`config.mk`:
```
export PLATFORM = sky130hd
export DESIGN_NAME = websocket_frame_deframer_core
export DESIGN_NICKNAME = d
export VERILOG_FILES = /design/src/design/wsd_pkg.sv /design/src/design/wsd_parser.sv /design/src/design/websocket_frame_deframer_core.sv
export VERILOG_INCLUDE_DIRS = /design/src /design/src/design
export SDC_FILE = /design/constraint.sdc
export NUM_CORES = 1
export LEC_CHECK = 0
export ABC_AREA = 1
export BUFFER_PORTS_ARGS = -buffer_cell sky130_fd_sc_hd__buf_2
export CAP_MARGIN = 30
export CORE_MARGIN = 5
export CORE_UTILIZATION = 59
export CTS_CLUSTER_DIAMETER = 50
export DETAILED_ROUTE_END_ITERATION = 12
export PLACE_DENSITY = 0.89
export SYNTH_ARGS = -nofsm -noshare
export SYNTH_HDL_FRONTEND = slang
export SYNTH_SLANG_ARGS = --single-unit
```
`constraint.sdc`:
```
create_clock -name clk -period 5.96 [get_ports clk]
set_clock_uncertainty 0.1 [all_clocks]
set_input_delay 1.192 -clock clk [delete_from_list [all_inputs] [get_ports clk]]
set_output_delay 1.192 -clock clk [all_outputs]
set_load 0.01 [all_outputs]
```
`src/design/websocket_frame_deframer_core_macros.svh`:
```
// Assertion macros shared by the frame deframer RTL.
// Used by files that carry concurrent checks; needs no other file.
`ifndef WEBSOCKET_FRAME_DEFRAMER_CORE_MACROS_SVH
`define WEBSOCKET_FRAME_DEFRAMER_CORE_MACROS_SVH

// Same-cycle implication under synchronous active-low reset.
`define WSD_ASSERT_IMPL(lbl, clk, rst_n, ante, cons, msg) \
  lbl: assert property (@(posedge clk) disable iff (!rst_n) (ante) |-> (cons)) else $error(msg);

// Next-cycle implication under synchronous active-low reset.
`define WSD_ASSERT_NEXT(lbl, clk, rst_n, ante, cons, msg) \
  lbl: assert property (@(posedge clk) disable iff (!rst_n) (ante) |=> (cons)) else $error(msg);

`endif

```
`src/design/wsd_pkg.sv`:
```
// Shared types, codes and helpers for the frame deframer.
// Used by wsd_parser and websocket_frame_deframer_core; depends on nothing.
`default_nettype none

package wsd_pkg;

  localparam int TOTAL_COUNT_BITS_DEF = 32;

  localparam logic [31:0] MAX_LEN_RESET = 32'd16777216;

  // Configuration register indexes.
  localparam logic CFG_IDX_MAX_LEN = 1'b0;
  localparam logic CFG_IDX_CLOSING = 1'b1;

  // Frame opcodes.
  localparam logic [3:0] OP_CONT  = 4'h0;
  localparam logic [3:0] OP_TEXT  = 4'h1;
  localparam logic [3:0] OP_BIN   = 4'h2;
  localparam logic [3:0] OP_CLOSE = 4'h8;
  localparam logic [3:0] OP_PING  = 4'h9;
  localparam logic [3:0] OP_PONG  = 4'hA;

  // Payload kinds.
  localparam logic [1:0] KIND_DATA  = 2'd0;
  localparam logic [1:0] KIND_PING  = 2'd1;
  localparam logic [1:0] KIND_CLOSE = 2'd2;

  // Events.
  localparam logic [2:0] EV_NONE     = 3'd0;
  localparam logic [2:0] EV_MSG_DONE = 3'd1;
  localparam logic [2:0] EV_PING     = 3'd2;
  localparam logic [2:0] EV_CLOSE    = 3'd3;
  localparam logic [2:0] EV_ERROR    = 3'd4;

  // Error codes.
  localparam logic [2:0] ERR_NONE      = 3'd0;
  localparam logic [2:0] ERR_RSV       = 3'd1;
  localparam logic [2:0] ERR_STRAY     = 3'd2;
  localparam logic [2:0] ERR_MID_MSG   = 3'd3;
  localparam logic [2:0] ERR_BAD_OP    = 3'd4;
  localparam logic [2:0] ERR_CLOSING   = 3'd5;
  localparam logic [2:0] ERR_BAD_CTRL  = 3'd6;
  localparam logic [2:0] ERR_TOO_LONG  = 3'd7;

  // Length field codes.
  localparam logic [6:0] CTRL_MAX_LEN = 7'd125;
  localparam logic [6:0] LEN_EXT16    = 7'd126;
  localparam logic [6:0] LEN_EXT64    = 7'd127;

  localparam logic [3:0] EXT16_BYTES = 4'd2;
  localparam logic [3:0] EXT64_BYTES = 4'd8;
  localparam logic [3:0] KEY_BYTES   = 4'd4;

  typedef enum logic [2:0] {
    PH_HDR0,
    PH_HDR1,
    PH_EXTLEN,
    PH_MASK,
    PH_PAYLOAD,
    PH_ERROR
  } phase_t;

  typedef struct packed {
    logic        has_byte;
    logic [7:0]  payload_byte;
    logic [1:0]  byte_kind;
    logic [3:0]  message_opcode;
    logic [2:0]  event_res;
    logic        last_flag;
    logic [2:0]  error_code;
    logic [31:0] payload_total;
  } res_t;

  function automatic logic is_ctrl(input logic [3:0] op);
    return (op == OP_CLOSE) || (op == OP_PING) || (op == OP_PONG);
  endfunction

  function automatic logic is_data(input logic [3:0] op);
    return (op == OP_CONT) || (op == OP_TEXT) || (op == OP_BIN);
  endfunction

  function automatic logic [1:0] kind_of(input logic [3:0] op);
    logic [1:0] k;
    k = KIND_DATA;
    if (op == OP_PING) k = KIND_PING;
    else if (op == OP_CLOSE) k = KIND_CLOSE;
    return k;
  endfunction

endpackage

`default_nettype wire

```
`src/design/wsd_parser.sv`:
```
// Frame parser state and the per-byte next-state and result logic.
// Depends on wsd_pkg and websocket_frame_deframer_core_macros.svh.
`default_nettype none
`include "websocket_frame_deframer_core_macros.svh"

module wsd_parser #(
  parameter int TOTAL_COUNT_BITS = wsd_pkg::TOTAL_COUNT_BITS_DEF
) (
  input  wire logic          clk,
  input  wire logic          rst_n,
  input  wire logic          step,
  input  wire logic [7:0]    rx_byte,
  input  wire logic [31:0]   max_len,
  input  wire logic          closing,
  output logic               emit,
  output wsd_pkg::res_t      res
);

  localparam int SAT_W = (TOTAL_COUNT_BITS < 32) ? TOTAL_COUNT_BITS : 32;

  wsd_pkg::phase_t phase_r, phase_nxt;
  logic        fin_r, fin_nxt;
  logic [3:0]  op_r, op_nxt;
  logic        act_r, act_nxt;
  logic [3:0]  mtype_r, mtype_nxt;
  logic        mask_en_r, mask_en_nxt;
  logic [31:0] key_r, key_nxt;
  logic [3:0]  hcnt_r, hcnt_nxt;
  logic [63:0] rem_r, rem_nxt;
  logic [1:0]  pidx_r, pidx_nxt;
  logic [63:0] mtot_r, mtot_nxt;
  logic [6:0]  ctot_r, ctot_nxt;

  function automatic logic [31:0] sat_total(input logic [63:0] v);
    logic [31:0] r;
    r = '0;
    if (|v[63:SAT_W]) r[SAT_W-1:0] = '1;
    else r[SAT_W-1:0] = v[SAT_W-1:0];
    return r;
  endfunction

  always_comb begin
    logic        len_go;
    logic [63:0] len_val;
    logic        start_go;
    logic [63:0] start_len;
    logic        fe_go;
    logic        fe_has;
    logic [7:0]  fe_data;
    logic [2:0]  err;
    logic [6:0]  len7;
    logic [63:0] rem_dec;
    logic [63:0] room;
    logic [7:0]  data;

    phase_nxt   = phase_r;
    fin_nxt     = fin_r;
    op_nxt      = op_r;
    act_nxt     = act_r;
    mtype_nxt   = mtype_r;
    mask_en_nxt = mask_en_r;
    key_nxt     = key_r;
    hcnt_nxt    = hcnt_r;
    rem_nxt     = rem_r;
    pidx_nxt    = pidx_r;
    mtot_nxt    = mtot_r;
    ctot_nxt    = ctot_r;
    emit        = 1'b0;
    res         = '0;
    len_go      = 1'b0;
    len_val     = '0;
    start_go    = 1'b0;
    start_len   = '0;
    fe_go       = 1'b0;
    fe_has      = 1'b0;
    fe_data     = '0;
    err         = wsd_pkg::ERR_NONE;
    len7        = rx_byte[6:0];
    rem_dec     = rem_r - 64'd1;
    room        = {32'd0, max_len} - mtot_r;
    data        = rx_byte ^ (mask_en_r ? key_r[{~pidx_r, 3'b000} +: 8] : 8'h00);

    if (step) begin
      case (phase_r)
        wsd_pkg::PH_HDR0: begin
          op_nxt  = rx_byte[3:0];
          fin_nxt = rx_byte[7];
          if (rx_byte[6:4] != 3'b000) begin
            err = wsd_pkg::ERR_RSV;
          end else if (!act_r && op_nxt == wsd_pkg::OP_CONT) begin
            err = wsd_pkg::ERR_STRAY;
          end else if (act_r && !wsd_pkg::is_ctrl(op_nxt) && op_nxt != wsd_pkg::OP_CONT) begin
            err = wsd_pkg::ERR_MID_MSG;
          end else if (!(wsd_pkg::is_data(op_nxt) || wsd_pkg::is_ctrl(op_nxt))) begin
            err = wsd_pkg::ERR_BAD_OP;
          end else if (closing && op_nxt != wsd_pkg::OP_CLOSE) begin
            err = wsd_pkg::ERR_CLOSING;
          end else begin
            if (op_nxt == wsd_pkg::OP_TEXT || op_nxt == wsd_pkg::OP_BIN) begin
              act_nxt   = 1'b1;
              mtype_nxt = op_nxt;
              mtot_nxt  = '0;
            end
            phase_nxt = wsd_pkg::PH_HDR1;
          end
        end
        wsd_pkg::PH_HDR1: begin
          mask_en_nxt = rx_byte[7];
          if (wsd_pkg::is_ctrl(op_r) && (!fin_r || len7 > wsd_pkg::CTRL_MAX_LEN)) begin
            err = wsd_pkg::ERR_BAD_CTRL;
          end else begin
            rem_nxt = '0;
            if (len7 == wsd_pkg::LEN_EXT16 || len7 == wsd_pkg::LEN_EXT64) begin
              hcnt_nxt  = (len7 == wsd_pkg::LEN_EXT16) ? wsd_pkg::EXT16_BYTES
                                                       : wsd_pkg::EXT64_BYTES;
              phase_nxt = wsd_pkg::PH_EXTLEN;
            end else begin
              len_go  = 1'b1;
              len_val = {57'd0, len7};
            end
          end
        end
        wsd_pkg::PH_EXTLEN: begin
          rem_nxt  = {rem_r[55:0], rx_byte};
          hcnt_nxt = hcnt_r - 4'd1;
          if (hcnt_r == 4'd1) begin
            len_go  = 1'b1;
            len_val = {rem_r[55:0], rx_byte};
          end
        end
        wsd_pkg::PH_MASK: begin
          key_nxt  = {key_r[23:0], rx_byte};
          hcnt_nxt = hcnt_r - 4'd1;
          if (hcnt_r == 4'd1) begin
            start_go  = 1'b1;
            start_len = rem_r;
          end
        end
        wsd_pkg::PH_PAYLOAD: begin
          rem_nxt = rem_dec;
          if (op_r == wsd_pkg::OP_PONG) begin
            if (rem_dec == 64'd0) phase_nxt = wsd_pkg::PH_HDR0;
          end else begin
            pidx_nxt = pidx_r + 2'd1;
            if (rem_dec == 64'd0) begin
              fe_go   = 1'b1;
              fe_has  = 1'b1;
              fe_data = data;
            end else if (wsd_pkg::is_data(op_r)) begin
              emit                = 1'b1;
              res.has_byte        = 1'b1;
              res.payload_byte    = data;
              res.byte_kind       = wsd_pkg::KIND_DATA;
              res.message_opcode  = mtype_r;
              res.event_res       = wsd_pkg::EV_NONE;
              res.payload_total   = sat_total(mtot_r - rem_dec);
            end else begin
              emit                = 1'b1;
              res.has_byte        = 1'b1;
              res.payload_byte    = data;
              res.byte_kind       = wsd_pkg::kind_of(op_r);
              res.message_opcode  = op_r;
              res.event_res       = wsd_pkg::EV_NONE;
              res.payload_total   = sat_total({57'd0, ctot_r - rem_dec[6:0]});
            end
          end
        end
        default: begin
        end
      endcase

      // Length complete: total check, then mask key, payload or frame end.
      if (len_go) begin
        rem_nxt = len_val;
        if (wsd_pkg::is_data(op_r)) begin
          if (len_val > room) err = wsd_pkg::ERR_TOO_LONG;
          else mtot_nxt = mtot_r + len_val;
        end else if (op_r != wsd_pkg::OP_PONG) begin
          if (len_val > {32'd0, max_len}) err = wsd_pkg::ERR_TOO_LONG;
          else ctot_nxt = len_val[6:0];
        end
        if (err == wsd_pkg::ERR_NONE) begin
          if (mask_en_nxt) begin
            key_nxt   = '0;
            hcnt_nxt  = wsd_pkg::KEY_BYTES;
            phase_nxt = wsd_pkg::PH_MASK;
          end else begin
            start_go  = 1'b1;
            start_len = len_val;
          end
        end
      end

      if (start_go) begin
        pidx_nxt = '0;
        if (start_len == 64'd0) fe_go = 1'b1;
        else phase_nxt = wsd_pkg::PH_PAYLOAD;
      end

      if (fe_go) begin
        phase_nxt = wsd_pkg::PH_HDR0;
        if (wsd_pkg::is_data(op_r)) begin
          if (fin_r || fe_has) begin
            emit               = 1'b1;
            res.has_byte       = fe_has;
            res.payload_byte   = fe_data;
            res.byte_kind      = wsd_pkg::KIND_DATA;
            res.message_opcode = mtype_r;
            res.event_res      = fin_r ? wsd_pkg::EV_MSG_DONE : wsd_pkg::EV_NONE;
            res.last_flag      = fin_r;
            res.payload_total  = sat_total(mtot_r);
          end
          if (fin_r) begin
            act_nxt   = 1'b0;
            mtype_nxt = '0;
            mtot_nxt  = '0;
          end
        end else if (op_r != wsd_pkg::OP_PONG) begin
          // A close frame drops any open data message.
          if (op_r == wsd_pkg::OP_CLOSE) begin
            act_nxt   = 1'b0;
            mtype_nxt = '0;
            mtot_nxt  = '0;
          end
          emit               = 1'b1;
          res.has_byte       = fe_has;
          res.payload_byte   = fe_data;
          res.byte_kind      = wsd_pkg::kind_of(op_r);
          res.message_opcode = op_r;
          res.event_res      = (op_r == wsd_pkg::OP_PING) ? wsd_pkg::EV_PING
                                                          : wsd_pkg::EV_CLOSE;
          res.last_flag      = 1'b1;
          res.payload_total  = sat_total({57'd0, ctot_nxt});
        end
      end

      // The first violation locks the parser until reset.
      if (err != wsd_pkg::ERR_NONE) begin
        phase_nxt          = wsd_pkg::PH_ERROR;
        emit               = 1'b1;
        res                = '0;
        res.byte_kind      = wsd_pkg::kind_of(op_nxt);
        res.message_opcode = op_nxt;
        res.event_res      = wsd_pkg::EV_ERROR;
        res.last_flag      = 1'b1;
        res.error_code     = err;
        res.payload_total  = wsd_pkg::is_ctrl(op_nxt) ? 32'd0 : sat_total(mtot_r);
      end
    end
  end

  always_ff @(posedge clk) begin
    if (!rst_n) begin
      phase_r   <= wsd_pkg::PH_HDR0;
      fin_r     <= 1'b0;
      op_r      <= '0;
      act_r     <= 1'b0;
      mtype_r   <= '0;
      mask_en_r <= 1'b0;
      key_r     <= '0;
      hcnt_r    <= '0;
      rem_r     <= '0;
      pidx_r    <= '0;
      mtot_r    <= '0;
      ctot_r    <= '0;
    end else begin
      phase_r   <= phase_nxt;
      fin_r     <= fin_nxt;
      op_r      <= op_nxt;
      act_r     <= act_nxt;
      mtype_r   <= mtype_nxt;
      mask_en_r <= mask_en_nxt;
      key_r     <= key_nxt;
      hcnt_r    <= hcnt_nxt;
      rem_r     <= rem_nxt;
      pidx_r    <= pidx_nxt;
      mtot_r    <= mtot_nxt;
      ctot_r    <= ctot_nxt;
    end
  end

  `WSD_ASSERT_NEXT(a_error_sticky, clk, rst_n, phase_r == wsd_pkg::PH_ERROR, phase_r == wsd_pkg::PH_ERROR, "error state left before reset")
  `WSD_ASSERT_IMPL(a_error_locks, clk, rst_n, emit && res.event_res == wsd_pkg::EV_ERROR, phase_nxt == wsd_pkg::PH_ERROR, "error reported without locking")
  `WSD_ASSERT_IMPL(a_err_code_match, clk, rst_n, emit, (res.event_res == wsd_pkg::EV_ERROR) == (res.error_code != wsd_pkg::ERR_NONE), "error code and event disagree")
  `WSD_ASSERT_IMPL(a_no_byte_zero, clk, rst_n, emit && !res.has_byte, res.payload_byte == 8'h00, "payload byte set without a byte")
  `WSD_ASSERT_IMPL(a_silent_idle, clk, rst_n, !step, !emit && phase_nxt == phase_r, "parser moved without a byte")

endmodule

`default_nettype wire

```
`src/design/websocket_frame_deframer_core.sv`:
```
// A result request is registered and appears on the output in the cycle after its byte is accepted.
// Throughput: one byte per cycle; the input stalls only while a held result is stalled.
// Bytes that cause no result (headers, pong payload) pass with no output request.
// Reset (synchronous, active low) returns the parser to the first header byte,
// clears any sticky error and loads the register defaults.
// Depends on wsd_pkg and wsd_parser.
`default_nettype none

module websocket_frame_deframer_core #(
  parameter int TOTAL_COUNT_BITS = wsd_pkg::TOTAL_COUNT_BITS_DEF
) (
  input  wire logic        clk,
  input  wire logic        rst_n,
  input  wire logic        in_valid,
  output logic             in_stall,
  input  wire logic [7:0]  in_rx_byte,
  output logic             out_valid,
  input  wire logic        out_stall,
  output logic             out_has_byte,
  output logic [7:0]       out_payload_byte,
  output logic [1:0]       out_byte_kind,
  output logic [3:0]       out_message_opcode,
  output logic [2:0]       out_event_res,
  output logic             out_last_flag,
  output logic [2:0]       out_error_code,
  output logic [31:0]      out_payload_total,
  input  wire logic        cfg_wr_en,
  input  wire logic        cfg_index,
  input  wire logic [31:0] cfg_wdata
);

  logic [31:0]   max_len_r, max_len_nxt;
  logic          closing_r, closing_nxt;
  logic          out_valid_r, out_valid_nxt;
  wsd_pkg::res_t res_r, res_nxt;
  wsd_pkg::res_t res;
  logic          emit;
  logic          step;
  logic          load;

  assign load     = !out_valid_r || !out_stall;
  assign in_stall = !load;
  assign step     = in_valid && load;

  wsd_parser #(
    .TOTAL_COUNT_BITS(TOTAL_COUNT_BITS)
  ) u_parser (
    .clk     (clk),
    .rst_n   (rst_n),
    .step    (step),
    .rx_byte (in_rx_byte),
    .max_len (max_len_r),
    .closing (closing_r),
    .emit    (emit),
    .res     (res)
  );

  always_comb begin
    max_len_nxt = max_len_r;
    closing_nxt = closing_r;
    if (cfg_wr_en) begin
      case (cfg_index)
        wsd_pkg::CFG_IDX_MAX_LEN: max_len_nxt = cfg_wdata;
        wsd_pkg::CFG_IDX_CLOSING: closing_nxt = cfg_wdata[0];
        default: begin
        end
      endcase
    end
  end

  // The result register refills whenever it is empty or being drained.
  always_comb begin
    out_valid_nxt = out_valid_r;
    res_nxt       = res_r;
    if (load) begin
      out_valid_nxt = step && emit;
      res_nxt       = res;
    end
  end

  always_ff @(posedge clk) begin
    if (!rst_n) begin
      max_len_r   <= wsd_pkg::MAX_LEN_RESET;
      closing_r   <= 1'b0;
      out_valid_r <= 1'b0;
    end else begin
      max_len_r   <= max_len_nxt;
      closing_r   <= closing_nxt;
      out_valid_r <= out_valid_nxt;
    end
  end

  always_ff @(posedge clk) begin
    res_r <= res_nxt;
  end

  assign out_valid          = out_valid_r;
  assign out_has_byte       = res_r.has_byte;
  assign out_payload_byte   = res_r.payload_byte;
  assign out_byte_kind      = res_r.byte_kind;
  assign out_message_opcode = res_r.message_opcode;
  assign out_event_res      = res_r.event_res;
  assign out_last_flag      = res_r.last_flag;
  assign out_error_code     = res_r.error_code;
  assign out_payload_total  = res_r.payload_total;

endmodule

`default_nettype wire
```
==> results of run 1 <==
==> logic make-up after synthesis <==
kind of cell	count (synthesis)	share of synthesized area (%)
AOI/OAI and AO/OA	1321	25.1
xor gates and xnor gates	211	6.29
adders and majority gates	266	11.2
buffers and inverters	778	10.0
DFF	275	20.1
muxes	1	0.0333
and+or+nand+nor	1913	27.3
==> per-layer routing <==
| layer | overflow | global-route usage (%) |
|---|---|---|
| met2 | 3 | 81.9 |
| met5 | 0 | 30.5 |
| met4 | 5 | 55.7 |
| met3 | 1 | 46.0 |
| met1 | 2 | 70.5 |
==> through the flow <==
stage,cells,utilization [%]
3_3_place_gp,5818,68.1
4_1_cts,6004,74.2
3_5_place_dp,5819,68.2
2_1_floorplan,4765,-
==> timing repair <==
action,in CTS
gates resized for setup,127
gates cloned,11
pin swaps,36
endpoints found under the setup margin,165
endpoints found under the hold margin,0
buffers inserted,91
==> run summary, run 1 <==
Status -> aborted with a tool error
Die X -> 236 µm
Worst-path end type -> sequential cell input
First Error -> [ERROR GRT-0232] Routing congestion too high. Check the congestion heatmap in the GUI.
Initial Util -> 59.9%
DP Area -> 34300 µm²
Post-synth ARST share -> 0%
Avg Cell Area, Syn -> 6.32 µm²
Cell Area, Synth -> 30100 µm²
Yosys warns -> 0
Clock sink count -> 275
Total CTS buffers -> 45
Worst endpoint after global-route timing repair -> out_payload_total[7]$_SDFFCE_PN0N_/D
Dominant cell type by area after synthesis -> dfxtp_1
Most frequent cell after synthesis -> nand2_1
Final RePlAce weighted congestion -> 1.11
Die height -> 236 µm
Sequential area share after synthesis -> 20.1%
Number of synthesized flops with an enable pin -> 54
HPWL after DPL -> 103 mm
Boundary pin count -> 102
GRT Overall Usage -> 65.4%
Total gr overflow -> 11
Syn Inst Count -> 4765
Share of the synthesized area in the top cell type -> 14.7%
Root buf cell -> clkbuf_16
CTS max path bufs -> 3
Main synth FF type -> dfxtp_1
Pre-CTS setup slack -> -0.994 ns
PortBufs -> 101
Area contributors post-synth -> dfxtp_1, nand2_1, ha_1
CTS Hold Buffers Added -> 0
Syn Nets -> 5077
Stopping stage -> global routing (5_1_grt)
#FFs+latches synth -> 275
Initial antenna violation count -> 19
Row count -> 82
Largest net degree at the start of global routing -> 75
Synth cell count leaders -> nand2_1, inv_1, a21oi_1, nor2_1, o21ai_0
CTS HTree Levels -> 2
Unique masters post-synth -> 67
==> inputs of run 2 (changes only) <==
Settings changed: CORE_UTILIZATION 59 to 40, CTS_CLUSTER_DIAMETER 50 to not set, PLACE_DENSITY 0.89 to not set, PLACE_DENSITY_LB_ADDON set to 0.15.
Clock period 5.96 ns to 7.7 ns, I/O delays scaled along.
==> run 2 against run 1 <==
The flow now finishes without violations. Area after synthesis is the same. Synthesized cell count is the same.
==> run summary, run 2 <==
Status -> finished clean
Maxcap violations -> 0
Number of synthesized flops with an enable pin -> 54
Avg Cell Area, Syn -> 6.32 µm²
Relative slew margins -> 25.8%
CP required -> 8.04 ns
Vias in the first global route -> 31100
Crit-path most repeated cell -> nand2_1
Worst-Skew Late Latency -> 0.60 ns
Gate power share -> 56.5%
Tcrit/Tclk final -> 92.7%
CTS max path bufs -> 3
Row count -> 100
HPWL after DPL -> 106 mm
Placed cells -> 5766
Boundary pin count -> 102
Arr. time, crit path -> 7.47 ns
Final core utilization -> 44.8%
Syn Inst Count -> 4765
Top flop regs -> u_parser.mtot_r: 64 flops, u_parser.rem_r: 64 flops
Most frequent cell after synthesis -> nand2_1
Clock Power Share -> 22.8%
Drc violations -> 0
Total number of vias -> 34100
Min-Delay Endpoint -> u_parser.mtype_r[2]
Die X -> 284 µm
Sequential power share -> 20.7%
Die height -> 284 µm
Final setup violation count -> 0
Worst path max stage delay -> 0.39 ns
Internal -> 4.25 mW
Core ar. -> 74600 µm²
Main synth FF type -> dfxtp_1
Setup crit end kind -> register
Peak supply drop -> 0.171 mV
Worst-Margin Slew -> 1.10 ns
Syn Nets -> 5077
Via density -> 5.83
Post-synth ARST share -> 0%
Switching power -> 4.23 mW
Area contributors post-synth -> dfxtp_1, nand2_1, ha_1
Final min period -> 7.14 ns
Largest net degree at the start of global routing -> 76
Power per Cell Area -> 254 nW/µm²
Routed Antenna Nets -> 0
Fmax achieved -> 140 MHz
Total gr overflow -> 0
Routed metal-1 wire length -> 59.3 mm
Crit start category -> register
Max layer used -> met4
Fin cells -> 5842
GRT Overall Usage -> 31.0%
Share of layout cells above drive strength 1 -> 8.35%
DP Area -> 32000 µm²
Global-route wire length before repair -> 196 mm
PortBufs -> 101
Most frequent cells in the layout -> nand2_1, inv_1, a21oi_1, nor2_1, o21ai_0
Clock sink count -> 275
DIE AREA -> 80800 µm²
Final hold viol count -> 0
Cell depth of the worst flop-to-flop path -> 45
Static Leakage -> 15.4 nW
#FFs+latches synth -> 275
1st-iter DRT viols -> 3542
Hold crit path type -> register to register
Clock slew seen by the registers of the worst setup and hold paths -> 0.06 ns
CTS HTree Levels -> 2
Dominant cell type by area after synthesis -> dfxtp_1
R2r startpoint -> u_parser.mtot_r[2]
Unique masters post-synth -> 67
DRT Pass-1 Iters -> 6
Final RePlAce weighted congestion -> 1.01
Initial antenna violation count -> 1
Share of the synthesized area in the top cell type -> 14.7%
Routed len/inst -> 22.7 µm
Fin. max-slew vios -> 0
CP max stage cell -> dfxtp_1
Yosys warns -> 0
Initial Util -> 40.4%
Final Cell Area -> 33400 µm²
Number of cells on the worst hold path -> 2
FF-to-FF setup slack -> 0.56 ns
WL met2 -> 57.8 mm
Crit-path max FO -> 53
Hold_sp -> u_parser.mtype_r[2]
CTS tree -> built
Pwr Total -> 8.47 mW
Met3 wire length -> 10.6 mm
Post-Route WL -> 133 mm
Area grow syn2layout -> 11.0%
CTS Hold Buffers Added -> 0
Root buf cell -> clkbuf_16
Setup_tns -> 0 ns
Sequential area share after synthesis -> 20.1%
Cell Area, Synth -> 30100 µm²
CP Class -> register to register
RR Endpoint -> u_parser.mtot_r[46]
Most common cell after layout, fill and taps aside -> nand2_1
Nets -> 5155
Switching share of power -> 49.9%
RSZ-0062 raised after global routing -> false
Total CTS buffers -> 40
Synth cell count leaders -> nand2_1, inv_1, a21oi_1, nor2_1, o21ai_0
run 2: worst max-delay path by stage:
stage,cells past startpoint,end,startpoint
after global routing,47,u_parser.mtot_r[46],max_len_r[0]
after floorplan,44,out_payload_total[26],u_parser.mtot_r[1]
final,45,u_parser.mtot_r[46],u_parser.mtot_r[2]
after CTS,45,u_parser.mtot_r[46],u_parser.mtot_r[2]
after detailed placement,45,u_parser.mtot_r[45],u_parser.mtot_r[2]
after global placement,47,u_parser.mtot_r[42],max_len_r[0]
run 2: power groups by stage:
stage / logic [mW] / registers [mW] / clock network [mW]
2_1_floorplan: 3.19 / 1.76 / 0
3_3_place_gp: 4.64 / 1.78 / 0
3_5_place_dp: 4.62 / 1.78 / 0
4_1_cts: 4.65 / 1.75 / 1.95
5_1_grt: 5.19 / 1.77 / 2.01
6_report: 4.78 / 1.76 / 1.93
run 2: layout make-up:
class / count / area (µm²)
flip-flops and latches: 275 / 6050
clock buffers: 50 / 1080
repair buffers: 207 / 1370
fillers: 8051 / 41200
inverters: 607 / 2280
diodes: 1 / 2.50
clock inverters: 21 / 245
multi-input cells: 3712 / 21200
well taps: 969 / 1210
run 2: per-stage QoR:
stage	hold WS (ns)	setup slack, ns
global route	0.352	0.0439
floorplan	0.315	1.67
CTS	0.338	0.00584
finish	0.338	0.562
global placement	0.329	0.211
detailed placement	0.330	-0.0689
run 2: logic make-up after synthesis:
family / count (synthesis) / share of synthesized area, %
AOI/OAI and AO/OA: 1321 / 25.1
xor gates and xnor gates: 211 / 6.29
adders and majority gates: 266 / 11.2
buffers and inverters: 778 / 10.0
DFF: 275 / 20.1
muxes: 1 / 0.0333
and+or+nand+nor: 1913 / 27.3
run 2: repair_timing:
| item | 4_1_cts | 5_1_grt |
|---|---|---|
| buffers inserted | 0 | 4 |
| pin swaps | 0 | 5 |
| gates resized for setup | 2 | 22 |
| endpoints found under the setup margin | 82 | 155 |
run 2: critical path: cells and delay by family, from the launching register on:
| kind | cells | cell delay, ns |
|---|---|---|
| simple gates | 29 | 3.58 |
| compound gates | 9 | 1.33 |
| buf+inv | 4 | 0.66 |
| fa+ha+maj | 2 | 0.64 |
| flops | 1 | 0.39 |
| xor+xnor | 1 | 0.18 |
run 2: metal layers:
layer,vias to the layer above,track usage (%)
li1,16400,-
met1,16000,43.7
met2,1440,49.0
met3,233,4.33
met4,0,9.96
met5,-,0
No activity file was read; power rests on OpenSTA's default activity.
